`src/hdl/i2cseq_pkg.sv`:
```
package i2cseq_pkg;

    localparam int QUEUE_DEPTH = 4;
    localparam int QUEUE_PTR_W = $clog2(QUEUE_DEPTH);
    localparam int QUEUE_CNT_W = $clog2(QUEUE_DEPTH + 1);

    localparam int IN_DATA_W  = 40;
    localparam int OUT_DATA_W = 40;

    typedef enum logic [1:0] {
        KIND_LOAD     = 2'd0,
        KIND_START    = 2'd1,
        KIND_TX_READY = 2'd2,
        KIND_RX_BYTE  = 2'd3
    } kind_t;

    // classified event handed from the front end to the sequencer
    typedef struct packed {
        kind_t       kind;
        logic [7:0]  data_byte;
        logic [4:0]  load_slot;
        logic        load_en;
        logic [6:0]  device_address;
        logic [7:0]  register_address;
        logic [5:0]  count;
        logic        is_read;
    } cmd_t;

    typedef struct packed {
        logic        send_start;
        logic [6:0]  target_address;
        logic        byte_out_valid;
        logic [7:0]  byte_out;
        logic        repeated_start;
        logic        send_stop;
        logic        got_valid;
        logic [4:0]  got_index;
        logic [7:0]  got_byte;
        logic        finished;
        logic [2:0]  phase;
    } res_t;

endpackage

```
`src/hdl/i2cseq_front.sv`:
```
module i2cseq_front #(
    parameter int BUFFER_DEPTH = 32
) (
    input  logic [1:0]         mode,
    input  logic [7:0]         data_byte,
    input  logic [4:0]         load_slot,
    input  logic [6:0]         device_address,
    input  logic [7:0]         register_address,
    input  logic [5:0]         byte_count,
    input  logic               is_read,
    output i2cseq_pkg::cmd_t   cmd
);

    always_comb begin
        cmd.kind             = i2cseq_pkg::kind_t'(mode);
        cmd.data_byte        = data_byte;
        cmd.load_slot        = load_slot;
        // drop loads beyond the buffer
        cmd.load_en          = (32'(load_slot) < BUFFER_DEPTH);
        cmd.device_address   = device_address;
        cmd.register_address = register_address;
        cmd.is_read          = is_read;
        if (32'(byte_count) > BUFFER_DEPTH) begin
            cmd.count = 6'(BUFFER_DEPTH);
        end else begin
            cmd.count = byte_count;
        end
    end

endmodule

```
`src/hdl/i2cseq_queue.sv`:
```
module i2cseq_queue (
    input  logic               aclk,
    input  logic               aresetn,
    input  logic               push,
    input  i2cseq_pkg::cmd_t   push_cmd,
    output logic               full,
    input  logic               pop,
    output logic               not_empty,
    output i2cseq_pkg::cmd_t   head_cmd
);

    i2cseq_pkg::cmd_t entry_reg [i2cseq_pkg::QUEUE_DEPTH];

    logic [i2cseq_pkg::QUEUE_PTR_W-1:0] wr_ptr_reg, rd_ptr_reg;
    logic [i2cseq_pkg::QUEUE_CNT_W-1:0] count_reg;
    logic do_push, do_pop;

    assign full      = (count_reg == i2cseq_pkg::QUEUE_CNT_W'(i2cseq_pkg::QUEUE_DEPTH));
    assign not_empty = (count_reg != '0);
    assign do_push   = push && !full;
    assign do_pop    = pop && not_empty;
    assign head_cmd  = entry_reg[rd_ptr_reg];

    always_ff @(posedge aclk) begin
        if (do_push) begin
            entry_reg[wr_ptr_reg] <= push_cmd;
        end
    end

    always_ff @(posedge aclk) begin
        if (!aresetn) begin
            wr_ptr_reg <= '0;
            rd_ptr_reg <= '0;
            count_reg  <= '0;
        end else begin
            if (do_push) begin
                wr_ptr_reg <= wr_ptr_reg + 1'b1;
            end
            if (do_pop) begin
                rd_ptr_reg <= rd_ptr_reg + 1'b1;
            end
            case ({do_push, do_pop})
                2'b10:   count_reg <= count_reg + 1'b1;
                2'b01:   count_reg <= count_reg - 1'b1;
                default: count_reg <= count_reg;
            endcase
        end
    end

endmodule

```
`src/hdl/i2cseq_back.sv`:
```
module i2cseq_back #(
    parameter int BUFFER_DEPTH = 32
) (
    input  logic               aclk,
    input  logic               aresetn,
    input  logic               cmd_valid,
    input  i2cseq_pkg::cmd_t   cmd,
    output logic               pop,
    output logic               out_valid,
    input  logic               out_ready,
    output i2cseq_pkg::res_t   out_res
);

    localparam int STORE_DEPTH = (BUFFER_DEPTH < 32) ? BUFFER_DEPTH : 32;
    localparam int IDX_W       = $clog2(STORE_DEPTH);

    typedef enum logic [2:0] {
        PH_IDLE   = 3'd0,
        PH_ADDR   = 3'd1,
        PH_SWITCH = 3'd2,
        PH_TXDATA = 3'd3,
        PH_RX     = 3'd4
    } phase_t;

    phase_t      phase_reg, phase_next;
    logic [7:0]  saved_reg, saved_next;
    logic [5:0]  rx_left_reg, rx_left_next;
    logic [5:0]  tx_left_reg, tx_left_next;
    logic [4:0]  rx_pos_reg, rx_pos_next;
    logic [4:0]  tx_pos_reg, tx_pos_next;
    logic        out_valid_reg;
    i2cseq_pkg::res_t out_res_reg, res;

    logic [7:0]  store [STORE_DEPTH];
    logic [7:0]  store_byte_reg;
    logic [4:0]  store_rd_addr;
    logic        store_wr_en;
    logic [5:0]  rx_left_after;

    assign pop       = cmd_valid && (!out_valid_reg || out_ready);
    assign out_valid = out_valid_reg;
    assign out_res   = out_res_reg;

    assign store_wr_en   = pop && cmd.kind == i2cseq_pkg::KIND_LOAD && cmd.load_en;
    // read ahead at the transmit position the next cycle will hold
    assign store_rd_addr = !aresetn ? 5'd0 : (pop ? tx_pos_next : tx_pos_reg);

    always_ff @(posedge aclk) begin
        if (store_wr_en) begin
            store[cmd.load_slot[IDX_W-1:0]] <= cmd.data_byte;
        end
        if (32'(store_rd_addr) >= STORE_DEPTH) begin
            store_byte_reg <= '0;
        end else if (store_wr_en && cmd.load_slot == store_rd_addr) begin
            // pass a same-cycle load straight through
            store_byte_reg <= cmd.data_byte;
        end else begin
            store_byte_reg <= store[store_rd_addr[IDX_W-1:0]];
        end
    end

    always_comb begin
        phase_next    = phase_reg;
        saved_next    = saved_reg;
        rx_left_next  = rx_left_reg;
        tx_left_next  = tx_left_reg;
        rx_pos_next   = rx_pos_reg;
        tx_pos_next   = tx_pos_reg;
        rx_left_after = rx_left_reg;
        res           = '0;
        unique case (cmd.kind)
            i2cseq_pkg::KIND_LOAD: begin
            end
            i2cseq_pkg::KIND_START: begin
                // a start always abandons whatever is in flight
                phase_next = PH_ADDR;
                saved_next = cmd.register_address;
                if (cmd.is_read) begin
                    rx_left_next = cmd.count;
                    tx_left_next = '0;
                end else begin
                    tx_left_next = cmd.count;
                    rx_left_next = '0;
                end
                rx_pos_next        = '0;
                tx_pos_next        = '0;
                res.send_start     = 1'b1;
                res.target_address = cmd.device_address;
            end
            i2cseq_pkg::KIND_TX_READY: begin
                unique case (phase_reg)
                    PH_ADDR: begin
                        res.byte_out_valid = 1'b1;
                        res.byte_out       = saved_reg;
                        phase_next = (rx_left_reg != '0) ? PH_SWITCH : PH_TXDATA;
                    end
                    PH_SWITCH: begin
                        res.repeated_start = 1'b1;
                        res.send_stop      = (rx_left_reg == 6'd1);
                        phase_next         = PH_RX;
                    end
                    PH_TXDATA: begin
                        if (tx_left_reg != '0) begin
                            res.byte_out_valid = 1'b1;
                            res.byte_out       = store_byte_reg;
                            tx_pos_next        = tx_pos_reg + 5'd1;
                            tx_left_next       = tx_left_reg - 6'd1;
                        end else begin
                            res.send_stop = 1'b1;
                            res.finished  = 1'b1;
                            phase_next    = PH_IDLE;
                        end
                    end
                    default: begin
                    end
                endcase
            end
            i2cseq_pkg::KIND_RX_BYTE: begin
                if (phase_reg == PH_RX) begin
                    if (rx_left_reg != '0) begin
                        res.got_valid = 1'b1;
                        res.got_index = rx_pos_reg;
                        res.got_byte  = cmd.data_byte;
                        rx_pos_next   = rx_pos_reg + 5'd1;
                        rx_left_after = rx_left_reg - 6'd1;
                    end
                    rx_left_next = rx_left_after;
                    // stop goes out ahead of the final byte
                    if (rx_left_after == 6'd1) begin
                        res.send_stop = 1'b1;
                    end else if (rx_left_after == '0) begin
                        res.finished = 1'b1;
                        phase_next   = PH_IDLE;
                    end
                end
            end
            default: begin
            end
        endcase
        res.phase = 3'(phase_next);
    end

    always_ff @(posedge aclk) begin
        if (!aresetn) begin
            phase_reg     <= PH_IDLE;
            saved_reg     <= '0;
            rx_left_reg   <= '0;
            tx_left_reg   <= '0;
            rx_pos_reg    <= '0;
            tx_pos_reg    <= '0;
            out_valid_reg <= 1'b0;
        end else begin
            if (pop) begin
                phase_reg     <= phase_next;
                saved_reg     <= saved_next;
                rx_left_reg   <= rx_left_next;
                tx_left_reg   <= tx_left_next;
                rx_pos_reg    <= rx_pos_next;
                tx_pos_reg    <= tx_pos_next;
                out_valid_reg <= 1'b1;
                out_res_reg   <= res;
            end else if (out_ready) begin
                out_valid_reg <= 1'b0;
            end
        end
    end

    a_one_direction: assert property (@(posedge aclk) disable iff (!aresetn)
        !(rx_left_reg != '0 && tx_left_reg != '0))
        else $error("read and write counts both pending");

    a_start_to_addr: assert property (@(posedge aclk) disable iff (!aresetn)
        pop && cmd.kind == i2cseq_pkg::KIND_START |=> phase_reg == PH_ADDR)
        else $error("start did not enter address phase");

    a_finish_idle: assert property (@(posedge aclk) disable iff (!aresetn)
        pop && res.finished |=> phase_reg == PH_IDLE && out_res_reg.phase == 3'(PH_IDLE))
        else $error("finished beat without return to idle");

    a_rx_only_in_rx: assert property (@(posedge aclk) disable iff (!aresetn)
        pop && res.got_valid |-> phase_reg == PH_RX)
        else $error("byte delivered outside receive phase");

endmodule

```
`src/hdl/i2c_register_transaction_sequencer_unit.sv`:
```
// I2C master register access sequencer.
// Slave channel: one event per beat. s_tuser carries the event kind (load a
// transmit byte, start a transaction, transmit ready, byte received);
// s_tdata carries the payload fields. Master channel: exactly one result
// beat per input beat, in order; m_tlast marks the beat that completes a
// transaction and returns the sequencer to idle.
// An accepted input beat is written into the event queue; the execution
// stage pops it from the queue head and its result is registered in the
// output register.
// Throughput: one beat per cycle while the receiver takes results; each
// event updates the phase counters and the transmit buffer in the execution stage.
// A four-entry event queue separates intake from execution, so s_tready
// stays high while the receiver stalls until the queue fills; a stalled
// result holds in the output register.
// Reset (aresetn low, synchronous) empties the queue, drops any pending
// result and returns the sequencer to idle with zero counts. Transmit buffer
// contents are not cleared and must be loaded before they are sent.
module i2c_register_transaction_sequencer_unit #(
    parameter int BUFFER_DEPTH = 32
) (
    input  logic        aclk,
    input  logic        aresetn,
    input  logic        s_tvalid,
    output logic        s_tready,
    // data_byte[7:0], load_slot[12:8], device_address[19:13],
    // register_address[27:20], byte_count[33:28], is_read[34], zero fill
    input  logic [i2cseq_pkg::IN_DATA_W-1:0]  s_tdata,
    // mode[1:0]
    input  logic [1:0]  s_tuser,
    output logic        m_tvalid,
    input  logic        m_tready,
    // send_start[0], target_address[7:1], byte_out_valid[8], byte_out[16:9],
    // repeated_start[17], send_stop[18], got_valid[19], got_index[24:20],
    // got_byte[32:25], phase[35:33], zero fill
    output logic [i2cseq_pkg::OUT_DATA_W-1:0] m_tdata,
    // finished
    output logic        m_tlast
);

    i2cseq_pkg::cmd_t in_cmd, head_cmd;
    i2cseq_pkg::res_t res;
    logic q_full, q_not_empty, q_pop;

    i2cseq_front #(
        .BUFFER_DEPTH (BUFFER_DEPTH)
    ) u_front (
        .mode             (s_tuser),
        .data_byte        (s_tdata[7:0]),
        .load_slot        (s_tdata[12:8]),
        .device_address   (s_tdata[19:13]),
        .register_address (s_tdata[27:20]),
        .byte_count       (s_tdata[33:28]),
        .is_read          (s_tdata[34]),
        .cmd              (in_cmd)
    );

    i2cseq_queue u_queue (
        .aclk      (aclk),
        .aresetn   (aresetn),
        .push      (s_tvalid),
        .push_cmd  (in_cmd),
        .full      (q_full),
        .pop       (q_pop),
        .not_empty (q_not_empty),
        .head_cmd  (head_cmd)
    );

    i2cseq_back #(
        .BUFFER_DEPTH (BUFFER_DEPTH)
    ) u_back (
        .aclk      (aclk),
        .aresetn   (aresetn),
        .cmd_valid (q_not_empty),
        .cmd       (head_cmd),
        .pop       (q_pop),
        .out_valid (m_tvalid),
        .out_ready (m_tready),
        .out_res   (res)
    );

    assign s_tready = !q_full;
    assign m_tlast  = res.finished;
    assign m_tdata  = {4'b0000, res.phase, res.got_byte, res.got_index, res.got_valid,
                       res.send_stop, res.repeated_start, res.byte_out,
                       res.byte_out_valid, res.target_address, res.send_start};

endmodule

```
`config.mk`:
```
export PLATFORM = sky130hd
export DESIGN_NAME = i2c_register_transaction_sequencer_unit
export DESIGN_NICKNAME = d
export VERILOG_FILES = /design/src/hdl/i2cseq_pkg.sv /design/src/hdl/i2cseq_front.sv /design/src/hdl/i2cseq_queue.sv /design/src/hdl/i2cseq_back.sv /design/src/hdl/i2c_register_transaction_sequencer_unit.sv
export SDC_FILE = /design/constraint.sdc
export NUM_CORES = 1
export LEC_CHECK = 0
export BUFFER_PORTS_ARGS = -buffer_cell sky130_fd_sc_hd__buf_2
export CORE_UTILIZATION = 55
export DETAILED_ROUTE_END_ITERATION = 12
export GPL_TIMING_DRIVEN = 0
export HOLD_SLACK_MARGIN = 0.12
export PLACE_DENSITY = 0.68
export SYNTH_ARGS = -nofsm -noshare
export SYNTH_HDL_FRONTEND = slang
export SYNTH_HIERARCHICAL = 1
export SYNTH_SLANG_ARGS = --single-unit
```
`constraint.sdc`:
```
create_clock -name aclk -period 3.11 [get_ports aclk]
set_input_delay 0 -clock aclk [delete_from_list [all_inputs] [get_ports aclk]]
set_output_delay 0 -clock aclk [all_outputs]
set_load 0.02 [all_outputs]
```
* Yosys cells after proc, flatten, opt, wreduce, memory -nomap -nowiden *
Memories as Yosys holds them, arrays and structs flattened. A register that Yosys moved wholly into a read port is not among the register bits.
Cells that the tools add are included.

storage, ports and cells
  memories kept = 2
  memory bits (writable) = 404
  register bits = 78
  word-level logic and storage cells = 121
  input bits = 46

memories
  memory             words  bits a word  rd ports  clocked after Yosys merged registers in  write ports  RTL line            RTL
  u_back.store       32     8            1         1                                        1            i2cseq_back.sv:34   logic [7:0] store [STORE_DEPTH];
  u_queue.entry_reg  4      37           1         1                                        1            i2cseq_queue.sv:12  i2cseq_pkg::cmd_t entry_reg [i2cseq_pkg::QUEUE_DEPTH];

operators by class
  multiplexer cells = 49
  $add $sub $neg = 8
  reduce and logical (&&, ||, !) cells = 24
  eq/ne operators = 16
  $lt $le $gt $ge = 1

operators with widths
  operator             count
  $mux 6               9
  $mux 5               6
  $pmux 6 s2           2
  $pmux 5 s2           2
  $pmux 3 s3           2
  $pmux 9 s2           1
  $mux 16              1
  $mux 14              1
  $mux 1               13
  $eq 6x1->1 const B   2
  $mux 3               4
  $reduce_bool 6->1    2
  $sub 6x1->6 const B  2
  $add 5x1->5 const B  2
  $mux 9               1
  $mux 8               1
  $reduce_and 4->1     2
  $reduce_bool 2->1    4
  $eq 2x2->1 const B   3
  $eq 3x2->1 const B   2
  $eq 3x3->1 const B   2
  $gt 6x6->1 const B   1
  $logic_not 6->1      1
  $ne 2x1->1 const B   3
  17 further kinds     29

* Depth between registers and ports, before layout *
  word-level depth = 9
  mapped depth = 10
  depth with buffers taken out = 10

* Cells and area by module *
The synthesis kept the hierarchy.

modules (own cells, without submodules)
  module                                   sequential area each (um2)  cells an instance  area each (um2)  times used
  i2cseq_back                              9479.1                      882                13541.7          1
  i2cseq_queue                             4744.6                      250                5988.2           1
  i2cseq_front                             0.0                         39                 279.0            1
  i2c_register_transaction_sequencer_unit  0.0                         6                  37.5             1

* Worst setup path after synthesis *
OpenSTA, ideal clock, no wires.

  path kind = register -> register
  start point = register with a tool-made name
  end point = memory u_back.store[24][0] (enable)
  data arrival time = 2.300 ns
  buffers on the path = 3
  cell stages (with the launch flop) = 10
  data required time = 2.740 ns
  slack = 0.439 ns
  library setup time = 0.370 ns
  path through = dfxtp_1 > buf_6 > buf_12 > mux4_2 > buf_2 > nor2_1 > nand4_1 > nor2_1 > nand3b_1 > nor2_1

RTL lines
  element    RTL line
  to (decl)  i2cseq_back.sv:34

==> impl_results.md <==
- Final Slew Violations: 0
- Core box area: 35600 um^2
- DRC errors left: 0
- Commonest non-fill, non-tap cell in the layout: edfxtp_1
- Start point of the worst hold path: s_tdata[14]
- Root buf cell: clkbuf_16
- GRT Util Overall: 25.2%
- Rel. slew slack: 16.2%
- HP Class: in2reg
- Via/cell ratio: 6.01
- Switching power: 0.00505 W
- RSZ-0062 raised after global routing: no
- Vias in the first global route: 11.1k
- GP Congestion: 0.907
- R2R Setup Slk: 0.10 ns
- Hold slack: 0.149 ns
- Reg2Reg Depth: 12
- Final Cycle Share: 96.7%
- Synth Flop Type: edfxtp_1
- Clock skew: 0.0200 ns
- Final #Nets: 1442
- Pwr dens: 742 nW/um^2
- EDFF count, synth: 445
- Syn Area/Cell: 16.9 um^2
- Tmin final: 3.01 ns
- Worst reg2reg path endpoint: u_back/store[11][2]
- FMAX: 0.333 GHz
- WHS Endpoint: u_queue/entry_reg[3][16]
- I/O pin total: 89
- First-pass GRT wire length: 67000 um
- Sequential fraction of design power: 46.8%
- Critical path data required time: 3.41 ns
- Total CTS buffers: 49
- Dpl hpwl: 27700 um
- Per-cell routed wire length: 23.9 um
- Most area-consuming cells after synthesis: edfxtp_1 67%, mux4_2 7.9%, dfxtp_1 4.3%
- CP startpoint kind: flop
- Post-synth ARST share: 0%
- Die Ht: 192 um
- CTS clock-pin slew for the worst setup and hold paths: 0.06 ns
- Multi-input logic area: 5220 um^2
- CTS Sinks: 488
- Clock group share of total power: 32.1%
- Internal power: 0.0126 W
- WP data arrival: 3.31 ns
- DRT antenna net count: 0
- CTS tree: yes
- Most frequent cells in the layout: 445 x edfxtp_1, 70 x mux4_2, 69 x buf_4
- Switch share: 28.6%
- CTS Buffer Depth: 3
- Actual slew at the worst max-slew pin: 1.26 ns
- Crit. End Element: flop
- Clock latency on the worst-skew pair: 0.60 ns
- Post-Syn Instances: 1177
- Post-synth top area share: 67.3%
- Combinational power share: 21.1%
- Die W: 192 um
- Seq/Total Area, Yosys: 71.7%
- Total gr overflow: 0
- Fillers: 2366
- Seq cells post-synth: 488
- Initial antenna violation count: 0
- Die Area: 36800 um^2
- Kind of critical path: reg2reg
- Max reg flops: 256
- Layout area overhead: 20.0%
- DRT iter0 DRCs: 982
- Design area: 23800 um^2
- Via count: 11.3k
- Crit-path max FO: 10
- Status: finished clean
- Detailed Routing Iterations Pass 1: 5
- Leakage dissipation: 7.77 nW
- Row cnt: 69
- Synth cell types: 74
- Synth area leader: edfxtp_1
- Initial Util: 55.8%
- Sequential Area: 14200 um^2
- Fin util: 67.0%
- PnR Total Power: 0.0177 W
- Syn Std Cell Area: 19800 um^2
- H-tree depth: 2
- Max-cap violation count: 0
- Worst vdd ir: 0.596 mV
- Post-DP Area: 20800 um^2
- Antenna cells: 0
- YS warnings: 6
- Port Buf Inserts: 48
- Final wirelength: 45000 um
- WHS Path Cells: 2
- Hold Violations, Final: 0
- Final setup vio count: 0
- Share of layout cells above drive strength 1: 26.9%
- Largest net degree at the start of global routing: 39
## worst max-delay path by stage
| stage | from | endpoint | cells after the start |
|---|---|---|---|
| floorplan | flop | u_back/store[24][0] | 9 |
| global placement | flop | u_back/store[23][7] | 9 |
| detailed placement | flop | u_back/store[24][0] | 9 |
| CTS | flop | u_back/tx_left_reg[5] | 8 |
| global route | flop | u_back/store[15][1] | 11 |
| finish | flop | u_back/store[11][2] | 12 |
## timing repair
action	4_1_cts	5_1_grt
hold endpoints to repair	185	0
setup endpoints to repair	275	253
hold buffers	57	0
gates resized for setup	75	11
buffers inserted	43	2
pin swaps	32	4
## final cells by class
cell class,instances,area share (%)
tap,461,2.42
buffer,94,2.68
clock buffer,68,5.74
inverter,23,0.363
multi-input combinational,574,21.9
clock inverter,20,0.841
sequential,488,59.7
timing repair buffer,154,6.31
## metrics by stage
stage               std cells  setup WS [ns]  setup TNS, ns
finish                   1882          0.103              0
global placement         1689         -0.515        -111.69
global route             1882         0.0107              0
detailed placement       1693         -0.537        -112.01
CTS                      1880         0.0162              0
floorplan                1180          0.439              0
## cells in the mapped netlist (9+ instances only)
cell,instances
edfxtp_1,445
mux4_2,70
nor2_1,67
mux2i_1,62
nand2_1,61
buf_4,45
dfxtp_1,43
a21oi_1,36
and2_1,31
inv_1,22
o21ai_0,21
buf_2,20
clkbuf_1,19
nand3_1,19
nor2b_1,17
o22ai_1,13
ha_1,11
or3_1,11
a22oi_1,9
nand2b_1,9
## cell families (layout without fill, tap and decap cells)
| group | after synthesis | after routing | share of synthesized area (%) |
|---|---|---|---|
| muxes | 137 | 137 | 11.4 |
| xor gates and xnor gates | 9 | 9 | 0.435 |
| and+or+nand+nor | 268 | 268 | 7.14 |
| buffers and inverters | 118 | 359 | 3.56 |
| other | 2 | 5 | 0.0378 |
| adders and majority gates | 12 | 12 | 0.794 |
| AOI/OAI and AO/OA | 143 | 143 | 5.01 |
| DFF | 488 | 488 | 71.7 |
## routing by layer
metal,vias up,global-route usage [%],part of all wire [%]
li1,4993,-,-
met1,5731,35.1,42
met2,474,39.6,47
met3,118,4.42,7.0
met4,0,10.3,3.6
met5,-,0,0
## worst max-delay path, stage by stage, from the launching register on
cell	delay, ns
dfxtp_2	0.36
buf_12	0.16
buf_12	0.16
mux4_2	0.59
buf_6	0.18
nor2_1	0.11
nand4_1	0.10
buf_4	0.18
nor2_4	0.21
nand3b_1	0.14
buf_4	0.20
nor2_4	0.13
buf_4	0.18
## power groups by stage
stage | combinational, W | sequential, W | clock, W
2_1_floorplan | 0.00218 | 0.00850 | 0
5_1_grt | 0.00399 | 0.00831 | 0.00598
6_report | 0.00372 | 0.00827 | 0.00567
3_5_place_dp | 0.00344 | 0.00840 | 0
3_3_place_gp | 0.00335 | 0.00840 | 0
4_1_cts | 0.00367 | 0.00827 | 0.00576
Note: power is estimated with default switching activity, not from simulation.
